File: src/hw/rtl/i2a_pkg.sv
// Shared package for the integer to ASCII formatter.
// Holds conversion kind codes, the reciprocal constant for the divide by ten,
// the digit unit control type and the digit to character mapping.
package i2a_pkg;

   localparam logic [2:0] KIND_CHAR = 3'd0;
   localparam logic [2:0] KIND_SDEC = 3'd1;
   localparam logic [2:0] KIND_UDEC = 3'd2;
   localparam logic [2:0] KIND_HEXL = 3'd3;
   localparam logic [2:0] KIND_HEXU = 3'd4;
   localparam logic [2:0] KIND_PTR  = 3'd5;

   // The quotient n / 10 equals (n * RECIP10) >> RECIP10_SHIFT for every 32-bit n.
   localparam logic [31:0] RECIP10       = 32'hCCCC_CCCD;
   localparam int          RECIP10_SHIFT = 35;

   localparam logic [7:0] CH_ZERO  = 8'h30;
   localparam logic [7:0] CH_X     = 8'h78;
   localparam logic [7:0] CH_MINUS = 8'h2D;

   typedef struct packed {
      logic mul_en;
      logic hex_mode;
   } digit_ctl_type;

   function automatic logic [7:0] digit_char(input logic [3:0] d, input logic upper);
      logic [7:0] c;
      begin
         if (d < 4'd10) begin
            c = CH_ZERO + {4'd0, d};
         end else if (upper) begin
            c = 8'h41 + {4'd0, d - 4'd10};
         end else begin
            c = 8'h61 + {4'd0, d - 4'd10};
         end
         return c;
      end
   endfunction

endpackage

File: src/hw/rtl/i2a_digit_unit.sv
// Shared digit extraction unit: splits the low digit off a value in base ten or sixteen.
// Base ten uses a registered reciprocal multiply; depends on i2a_pkg.
module i2a_digit_unit (
   input  logic                  clock,
   input  i2a_pkg::digit_ctl_type ctl,
   input  logic [63:0]           operand,
   output logic [63:0]           quo,
   output logic [3:0]            digit
);

   logic [63:0] prod_ff;
   logic [63:0] prod_in;
   logic [28:0] q10;
   logic [32:0] q_times10;
   logic [32:0] rem_full;

   assign prod_in = operand[31:0] * i2a_pkg::RECIP10;

   always_ff @(posedge clock) begin
      if (ctl.mul_en) begin
         prod_ff <= prod_in;
      end
   end

   always_comb begin
      q10       = prod_ff[63:i2a_pkg::RECIP10_SHIFT];
      q_times10 = {1'b0, q10, 3'd0} + {3'd0, q10, 1'b0};
      rem_full  = {1'b0, operand[31:0]} - q_times10;
      if (ctl.hex_mode) begin
         quo   = {4'd0, operand[63:4]};
         digit = operand[3:0];
      end else begin
         quo   = {35'd0, q10};
         digit = rem_full[3:0];
      end
   end

endmodule

File: src/hw/rtl/integer_to_ascii_formatter_core.sv
// Top level of the integer to ASCII formatter: sequencer, digit stack and output beat.
// Depends on i2a_pkg and i2a_digit_unit.
//
//   channel | dir | tdata              | tuser       | tlast
//   req     | in  | value[63:0]        | req_type    | -
//   rsp     | out | char_out[7:0]      | -           | last
//
// A decimal item passes multiply and split per digit in the shared divide unit
// (up to 10), a hex item the hex state per digit (up to 8, or 16 for a pointer),
// then characters go out as beats. A char item goes straight to its single beat.
// The input is ready only while idle; a stalled output beat holds everything.
// Reset is synchronous and returns the sequencer to idle.
module integer_to_ascii_formatter_core (
   input  logic        clock,
   input  logic        reset,
   input  logic        req_tvalid,
   output logic        req_tready,
   input  logic [63:0] req_tdata,   // value[63:0]
   input  logic [2:0]  req_tuser,   // req_type[2:0]
   output logic        rsp_tvalid,
   input  logic        rsp_tready,
   output logic [7:0]  rsp_tdata,   // char_out[7:0]
   output logic        rsp_tlast
);

   localparam logic [2:0] S_IDLE  = 3'd0;
   localparam logic [2:0] S_MUL   = 3'd1;
   localparam logic [2:0] S_SPLIT = 3'd2;
   localparam logic [2:0] S_HEX   = 3'd3;
   localparam logic [2:0] S_EMIT  = 3'd4;

   logic [2:0]  state_ff, state_in;
   logic [63:0] val_ff, val_in;
   logic [4:0]  dcnt_ff, dcnt_in;
   logic [1:0]  lcnt_ff, lcnt_in;
   logic [7:0]  lead0_ff, lead0_in;
   logic [7:0]  lead1_ff, lead1_in;
   logic        upper_ff, upper_in;
   logic [3:0]  dstack_ff [16];
   logic        push;

   i2a_pkg::digit_ctl_type ctl;
   logic [63:0] quo;
   logic [3:0]  digit;
   logic [4:0]  top_idx;
   logic        beat;

   i2a_digit_unit u_digit (
      .clock   (clock),
      .ctl     (ctl),
      .operand (val_ff),
      .quo     (quo),
      .digit   (digit)
   );

   assign req_tready = (state_ff == S_IDLE);
   assign rsp_tvalid = (state_ff == S_EMIT);
   assign beat       = rsp_tvalid & rsp_tready;
   assign top_idx    = dcnt_ff - 5'd1;

   always_comb begin
      if (lcnt_ff != 2'd0) begin
         rsp_tdata = lead0_ff;
      end else begin
         rsp_tdata = i2a_pkg::digit_char(dstack_ff[top_idx[3:0]], upper_ff);
      end
      rsp_tlast = ((lcnt_ff == 2'd1) && (dcnt_ff == 5'd0))
               || ((lcnt_ff == 2'd0) && (dcnt_ff == 5'd1));
   end

   always_comb begin
      state_in     = state_ff;
      val_in       = val_ff;
      dcnt_in      = dcnt_ff;
      lcnt_in      = lcnt_ff;
      lead0_in     = lead0_ff;
      lead1_in     = lead1_ff;
      upper_in     = upper_ff;
      push         = 1'b0;
      ctl.mul_en   = 1'b0;
      ctl.hex_mode = 1'b0;
      case (state_ff)
         S_IDLE: begin
            if (req_tvalid) begin
               dcnt_in  = 5'd0;
               lcnt_in  = 2'd0;
               upper_in = 1'b0;
               val_in   = {32'd0, req_tdata[31:0]};
               case (req_tuser)
                  i2a_pkg::KIND_CHAR: begin
                     lead0_in = req_tdata[7:0];
                     lcnt_in  = 2'd1;
                     state_in = S_EMIT;
                  end
                  i2a_pkg::KIND_SDEC: begin
                     if (req_tdata[31]) begin
                        val_in   = {32'd0, 32'd0 - req_tdata[31:0]};
                        lead0_in = i2a_pkg::CH_MINUS;
                        lcnt_in  = 2'd1;
                     end
                     state_in = S_MUL;
                  end
                  i2a_pkg::KIND_UDEC: begin
                     state_in = S_MUL;
                  end
                  i2a_pkg::KIND_HEXL: begin
                     state_in = S_HEX;
                  end
                  i2a_pkg::KIND_HEXU: begin
                     upper_in = 1'b1;
                     state_in = S_HEX;
                  end
                  i2a_pkg::KIND_PTR: begin
                     val_in   = req_tdata;
                     lead0_in = i2a_pkg::CH_ZERO;
                     lead1_in = i2a_pkg::CH_X;
                     lcnt_in  = 2'd2;
                     state_in = S_HEX;
                  end
                  default: begin
                     state_in = S_IDLE;
                  end
               endcase
            end
         end
         S_MUL: begin
            ctl.mul_en = 1'b1;
            state_in   = S_SPLIT;
         end
         S_SPLIT, S_HEX: begin
            ctl.hex_mode = (state_ff == S_HEX);
            push         = 1'b1;
            dcnt_in      = dcnt_ff + 5'd1;
            val_in       = quo;
            if (quo == 64'd0) begin
               state_in = S_EMIT;
            end else if (state_ff == S_SPLIT) begin
               state_in = S_MUL;
            end
         end
         S_EMIT: begin
            if (beat) begin
               if (lcnt_ff != 2'd0) begin
                  lcnt_in  = lcnt_ff - 2'd1;
                  lead0_in = lead1_ff;
               end else begin
                  dcnt_in = dcnt_ff - 5'd1;
               end
               if (rsp_tlast) begin
                  state_in = S_IDLE;
               end
            end
         end
         default: begin
            state_in = S_IDLE;
         end
      endcase
   end

   always_ff @(posedge clock) begin
      if (reset) begin
         state_ff <= S_IDLE;
         dcnt_ff  <= 5'd0;
         lcnt_ff  <= 2'd0;
      end else begin
         state_ff <= state_in;
         dcnt_ff  <= dcnt_in;
         lcnt_ff  <= lcnt_in;
      end
   end

   always_ff @(posedge clock) begin
      val_ff   <= val_in;
      lead0_ff <= lead0_in;
      lead1_ff <= lead1_in;
      upper_ff <= upper_in;
      if (push) begin
         dstack_ff[dcnt_ff[3:0]] <= digit;
      end
   end

endmodule
File: config.mk
export PLATFORM = sky130hd
export DESIGN_NAME = integer_to_ascii_formatter_core
export DESIGN_NICKNAME = d
export VERILOG_FILES = /design/src/hw/rtl/i2a_pkg.sv /design/src/hw/rtl/i2a_digit_unit.sv /design/src/hw/rtl/integer_to_ascii_formatter_core.sv
export SDC_FILE = /design/constraint.sdc
export NUM_CORES = 1
export LEC_CHECK = 0
export ABC_AREA = 1
export BUFFER_PORTS_ARGS = -buffer_cell sky130_fd_sc_hd__buf_2
export CORE_UTILIZATION = 40
export DETAILED_ROUTE_END_ITERATION = 8
export PLACE_DENSITY_LB_ADDON = 0.1
export SLEW_MARGIN = 10
export SYNTH_ARGS = -nofsm -noshare
export SYNTH_HDL_FRONTEND = slang
export SYNTH_SLANG_ARGS = --single-unit
File: constraint.sdc
create_clock -name clock -period 15.8 [get_ports clock]
set_input_delay 1.58 -clock clock [delete_from_list [all_inputs] [get_ports clock]]
set_output_delay 1.58 -clock clock [all_outputs]
set_load 0.05 [all_outputs]
==> results of run 1 <==
==> logic make-up after synthesis <==
| group | Yosys count | synth area share (%) |
|---|---|---|
| flops | 176 | 19.0 |
| buf+inv | 845 | 11.8 |
| fa+ha+maj | 747 | 44.8 |
| simple gates | 904 | 13.6 |
| xor+xnor | 87 | 2.81 |
| mux | 6 | 0.220 |
| compound gates | 379 | 7.82 |
==> cell usage in the layout, fill, tap and decap left out, types with 5 or more instances in the layout <==
master     count
o21bai_1      24
a31oi_1       10
ha_1         361
nor3_1        27
xor2_1        68
xnor2_1       18
o211ai_1       9
edfxtp_1     166
o21a_1         7
or2_2          6
buf_2         81
buf_4         18
fa_1         386
o22ai_1       11
nor2_1       247
nand2_1      457
mux2i_1        6
dfxtp_1       10
nor2_4         5
nand3b_1       6
clkinv_8       5
nor4_1         5
nand4_1       14
a21oi_1      121
inv_2          7
nand3_1      129
inv_1        789
clkbuf_16     17
o21ai_1       14
o21ai_0      141
a21o_1        17
==> how the worst min path moves through the flow <==
stage                         endpoint  cells after the start                    start  slack [ps]
5_1_grt        lcnt_ff[1]$_SDFFE_PP0P_                      2  lcnt_ff[1]$_SDFFE_PP0P_         540
4_1_cts        lcnt_ff[1]$_SDFFE_PP0P_                      2  lcnt_ff[1]$_SDFFE_PP0P_         510
3_3_place_gp   lcnt_ff[1]$_SDFFE_PP0P_                      2  lcnt_ff[1]$_SDFFE_PP0P_         480
3_5_place_dp   lcnt_ff[1]$_SDFFE_PP0P_                      2  lcnt_ff[1]$_SDFFE_PP0P_         490
6_report       lcnt_ff[1]$_SDFFE_PP0P_                      2  lcnt_ff[1]$_SDFFE_PP0P_         510
2_1_floorplan  lcnt_ff[1]$_SDFFE_PP0P_                      2  lcnt_ff[1]$_SDFFE_PP0P_         460
==> metal layers <==
layer	routed length [um]	vias to the layer above	global-route usage (%)	part of all wire, %
met5	0	-	0	0
met4	3850	0	10.5	4.2
met3	5930	137	5.20	6.5
met2	39900	654	41.9	44
met1	40900	10400	37.3	45
li1	-	9972	-	-
==> Yosys cell counts, types with 4 or more instances <==
library cell and instances:
o21ai_1 12, o21a_1 7, buf_2 15, dfxtp_1 10, o22ai_1 11, ha_1 361, nor2_1 249, nor2_2 4
o21bai_1 24, nand4_1 14, a21oi_1 122, o21ai_0 143, clkbuf_1 20, a31oi_1 10, a211oi_1 4, buf_4 8
xor2_1 68, edfxtp_1 166, mux2i_1 6, nand2_1 457, o211ai_1 9, nor4_1 5, fa_1 386, nand3_1 129
a221oi_1 4, xnor2_1 18, a21boi_0 4, a21o_1 17, inv_2 7, nand3b_1 6, or2_2 6, inv_1 789
nor3_1 27, o31ai_1 4
==> flip-flops by register name, summed over array words and instances (netlist names) <==
register and cells:
state_ff 3, u_digit.prod_ff 29, lead0_ff 8, dcnt_ff 5, upper_ff 1, dstack_ff 64, lcnt_ff 2, val_ff 64
==> layout make-up <==
class                   instances  area, sq um
clock inverters                15          201
inverters                     798         3000
repair buffers                 99          541
fillers                      6751        38000
clock buffers                  17          425
multi-input cells            2123        19000
flip-flops and latches        176         5180
well taps                     873         1090
==> metrics by stage <==
stage	area, sq um	cells	worst slack [ps]
after floorplan	27400	3144	9720
after global placement	28800	4069	8380
after detailed placement	28800	4069	8430
after CTS	29400	4101	8360
after global routing	29400	4101	7980
final	29400	4101	8200
==> worst min-delay path: stages (launching register included) <==
cell and delay [ps]:
dfxtp_1 300, inv_1 90, a211oi_1 70
==> impl_metrics.py, run 1 <==
metrics = {
    "timing": {
        "post-route-period-util_pct": 48.1,
        "worstMarginPinSlew_ps": 987,
        "slew_viol_final": 0,
        "whs_ps": 505,
        "max_clock_freq_mhz": 132,
        "fin_setup_tns_ps": 0,
        "setup_viol": 0,
        "fin_crit_ps": 7600,
        "hold_viol": 0,
        "rsz0062_at_grt": "false",
        "fin_skew_ps": 21.3,
        "relSlewSlack_pct": 34.2,
    },
    "synth": {
        "postSynthAreaPerCell_sq_um": 8.70,
        "synth_seq_cells": 176,
        "synth_area_leaders": "fa_1 28%, edfxtp_1 18%, ha_1 17%, inv_1 11%, nand2_1 6.3%",
        "synth_async_sr_flop_share_pct": 0,
        "yosysTopAreaCellShare_pct": 28.2,
        "synth-edff-count": 166,
        "yosys.cell_types.count": 49,
        "synth_cells": 3144,
        "yosys_most_used_dff": "edfxtp_1",
        "ys_seq_area_share_pct": 19.0,
        "synth_top_cell_by_area": "fa_1",
        "synth_fp_nets": 3962,
        "syn-cell-area_sq_um": 27400,
        "yosysWarnings": 0,
    },
    "worst_setup_path": {
        "cp_top_family": "adder cells",
        "r2r-end": "u_digit.prod_ff[55]$_DFFE_PP_",
        "worst-path-buf-inv": 3,
        "cp_max_fo": 9,
        "critPathKind": "reg -> reg",
        "cp-endpoint": "u_digit.prod_ff[55]$_DFFE_PP_",
        "cp-end-kind": "flip-flop",
        "critical_path_required_ps": 16000,
        "startpoint": "val_ff[2]$_DFFE_PP_",
        "r2r_slack_ps": 8200,
        "r2r-start": "val_ff[2]$_DFFE_PP_",
        "cpMostUsedCell": "fa_1",
        "path_depth": 21,
        "startpoint_type": "flip-flop",
        "cp.arrival_ps": 7800,
        "max_stage_delay_ps": 640,
        "rr_worst_depth": 21,
        "cpMaxStageDelayCell": "edfxtp_1",
        "crit_chain": "ha_1, xor2_1, ha_1, or2_2, fa_1, fa_1, fa_1, fa_1, fa_1, inv_1, fa_1, inv_1, ha_1, nand2_1, inv_1, a21oi_1, o21ai_0, a21oi_1, nand3_1, a21oi_1, xnor2_1",
    },
    "clocking": {
        "cts_buffers": 17,
        "cts_tree": "done",
        "cts.clk_slew.worst_paths_ps": 80,
        "cts_max_path_buffers": 2,
        "clkSinkCount": 176,
        "h-tree-depth": 4,
        "post-cts-setup-buffer-count": 0,
        "cts_hold_buf": 0,
        "cts_resized": 0,
        "clockRootBuffer": "clkbuf_16",
        "clk_latency_ps": 470,
    },
    "worst_hold_path": {
        "hold_class": "reg -> reg",
    },
    "routing": {
        "via_per_inst": 5.16,
        "wl_um": 90600,
        "final_antenna_net_count": 0,
        "drtIter0Drc": 1716,
        "firstDrtPassIters": 6,
        "vias": 21200,
        "drc": 0,
        "wl_per_cell_um": 22.1,
    },
    "placed_design": {
        "port_buffers": 81,
        "gp_congestion": 0.993,
        "hpwlAfterDp_um": 78900,
    },
    "global_route": {
        "grt_pass1_wl_um": 138000,
        "grt_max_degree": 67,
        "antenna_found_initial": 0,
        "grt_pass1_vias": 22500,
        "grt-ovfl-total": 0,
        "grt_use_total_pct": 27.0,
    },
    "run": {
        "cap_violations": 0,
    },
    "floorplanning": {
        "ios": 82,
        "die-area_sq_um": 69400,
        "die_h_um": 264,
        "initial_core_util_pct": 40.6,
        "core_area_sq_um": 67400,
        "die_x_um": 264,
        "num_rows": 95,
    },
    "layout": {
        "nNetsFinal": 4033,
        "drive_gt1_share_pct": 4.96,
        "synthToLayoutAreaGrowth_pct": 7.51,
        "utilization_pct": 43.6,
        "antenna_cells": 0,
    },
    "status": {
        "outcome": "complete, no violations",
    },
}
Power of run 1 is left out: the tool's default activity adds up to more than one toggle a clock period on the data nets, which glitch-free logic cannot reach.
==> run 2: changes to the inputs <==
==> constraint.sdc (replaced) <==
create_clock -name clock -period 7.4 [get_ports clock]
set_input_delay 0.74 -clock clock [delete_from_list [all_inputs] [get_ports clock]]
set_output_delay 0.74 -clock clock [all_outputs]
set_load 0.05 [all_outputs]
==> impl_metrics.py, run 2 (synthesis results as in run 1) <==
metrics = {
    "status": {
        "outcome": "complete, no violations",
    },
    "global_route": {
        "grt_pass1_wl_um": 142000,
        "grt_max_degree": 67,
        "grt_use_total_pct": 27.8,
        "grt_pass1_vias": 22500,
        "antenna_found_initial": 0,
        "grt-ovfl-total": 0,
    },
    "worst_hold_path": {
        "hold_class": "reg -> reg",
        "hold-path-cell-count": 2,
        "hold_start": "lcnt_ff[1]$_SDFFE_PP0P_",
        "holdPathEnd": "lcnt_ff[1]$_SDFFE_PP0P_",
    },
    "floorplanning": {
        "die-area_sq_um": 69400,
        "die_x_um": 264,
        "die_h_um": 264,
        "core_area_sq_um": 67400,
        "initial_core_util_pct": 40.6,
        "ios": 82,
        "num_rows": 95,
    },
    "timing": {
        "fin_skew_ps": 38.3,
        "worstMarginPinSlew_ps": 978,
        "post-route-period-util_pct": 97.1,
        "slew_viol_final": 0,
        "fin_crit_ps": 7190,
        "rsz0062_at_grt": "false",
        "hold_viol": 0,
        "max_clock_freq_mhz": 139,
        "setup_viol": 0,
        "relSlewSlack_pct": 34.8,
    },
    "clocking": {
        "clkSinkCount": 176,
        "h-tree-depth": 4,
        "cts_buffers": 17,
        "cts_tree": "done",
        "cts_max_path_buffers": 2,
        "clk_latency_ps": 490,
        "clockRootBuffer": "clkbuf_16",
        "cts.clk_slew.worst_paths_ps": 90,
    },
    "routing": {
        "drtIter0Drc": 1596,
        "firstDrtPassIters": 6,
        "via_per_inst": 5.18,
        "wl_um": 93500,
        "wl_per_cell_um": 22.5,
        "vias": 21500,
        "drc": 0,
        "final_antenna_net_count": 0,
    },
    "worst_setup_path": {
        "cp_top_family": "adder cells",
        "max_stage_delay_ps": 630,
        "cp-end-kind": "flip-flop",
        "critPathKind": "reg -> reg",
        "rr_worst_depth": 24,
        "cp_max_fo": 6,
        "r2r-start": "val_ff[21]$_DFFE_PP_",
        "critical_path_required_ps": 7600,
        "worst-path-buf-inv": 8,
        "startpoint": "val_ff[21]$_DFFE_PP_",
        "cpMaxStageDelayCell": "edfxtp_1",
        "r2r-end": "u_digit.prod_ff[53]$_DFFE_PP_",
        "crit_chain": "ha_2, inv_1, fa_1, inv_1, fa_1, inv_1, fa_1, inv_1, fa_1, fa_1, fa_1, inv_1, fa_1, inv_1, ha_1, nand2_1, nor2_1, inv_1, nor2_1, inv_1, nor4_2, nand3_1, nand3_1, xor2_1",
        "startpoint_type": "flip-flop",
        "cpMostUsedCell": "inv_1",
        "r2r_slack_ps": 210,
        "cp.arrival_ps": 7380,
        "path_depth": 24,
    },
    "layout": {
        "final_common_cell": "inv_1",
        "antenna_cells": 0,
        "utilization_pct": 44.3,
        "drive_gt1_share_pct": 6.88,
        "nNetsFinal": 4091,
        "synthToLayoutAreaGrowth_pct": 9.12,
        "mostFrequentLayoutCells": "789 x inv_1, 457 x nand2_1, 386 x fa_1",
    },
    "placed_design": {
        "hpwlAfterDp_um": 81300,
        "gp_congestion": 1.01,
        "port_buffers": 81,
    },
    "run": {
        "cap_violations": 0,
    },
}
run 2: worst max-delay path by stage:
stage                                     to  slack (ps)
6_report       u_digit.prod_ff[53]$_DFFE_PP_         210
5_1_grt        u_digit.prod_ff[53]$_DFFE_PP_           3
4_1_cts        u_digit.prod_ff[62]$_DFFE_PP_         110
3_5_place_dp   u_digit.prod_ff[53]$_DFFE_PP_         -30
3_3_place_gp   u_digit.prod_ff[53]$_DFFE_PP_        -160
2_1_floorplan  u_digit.prod_ff[62]$_DFFE_PP_        1320
run 2: per-stage QoR:
step	instances	setup WS (ps)	hold WS (ps)	cell area (sq um)	setup TNS, ps
finish	4159	213	498	29900	0
global route	4159	2.63	546	29900	0
CTS	4150	114	504	29800	0
detailed placement	4118	-33.2	493	29200	-33.2
global placement	4118	-161	479	29200	-258
floorplan	3144	1320	464	27400	0
run 2: area by class of cell:
class | count | area, sq um
clock inverters | 15 | 179
well taps | 873 | 1090
inverters | 798 | 3000
multi-input cells | 2123 | 19000
repair buffers | 157 | 976
fillers | 6727 | 37500
clock buffers | 17 | 425
flip-flops and latches | 176 | 5180
run 2: per-layer routing:
layer	global-route usage [%]	up-vias	routed length [um]
met3	2.70	83	4110
met2	45.6	595	43500
met1	39.5	10800	43700
met4	6.23	0	2310
li1	-	10100	-
met5	0	-	0
run 2: tightest hold or removal path: cells and delay by family, from the launching register on:
kind | cells | cell delay [ps]
buffers and inverters | 1 | 80
AOI/OAI and AO/OA | 1 | 70
DFF | 1 | 300
run 2: what timing repair did:
action                                  4_1_cts  5_1_grt
endpoints found under the setup margin        1        9
hold buffers                                  0        0
setup buffers                                 0        9
gates resized for setup                       3        7
Power of run 2 is left out for the same reason.
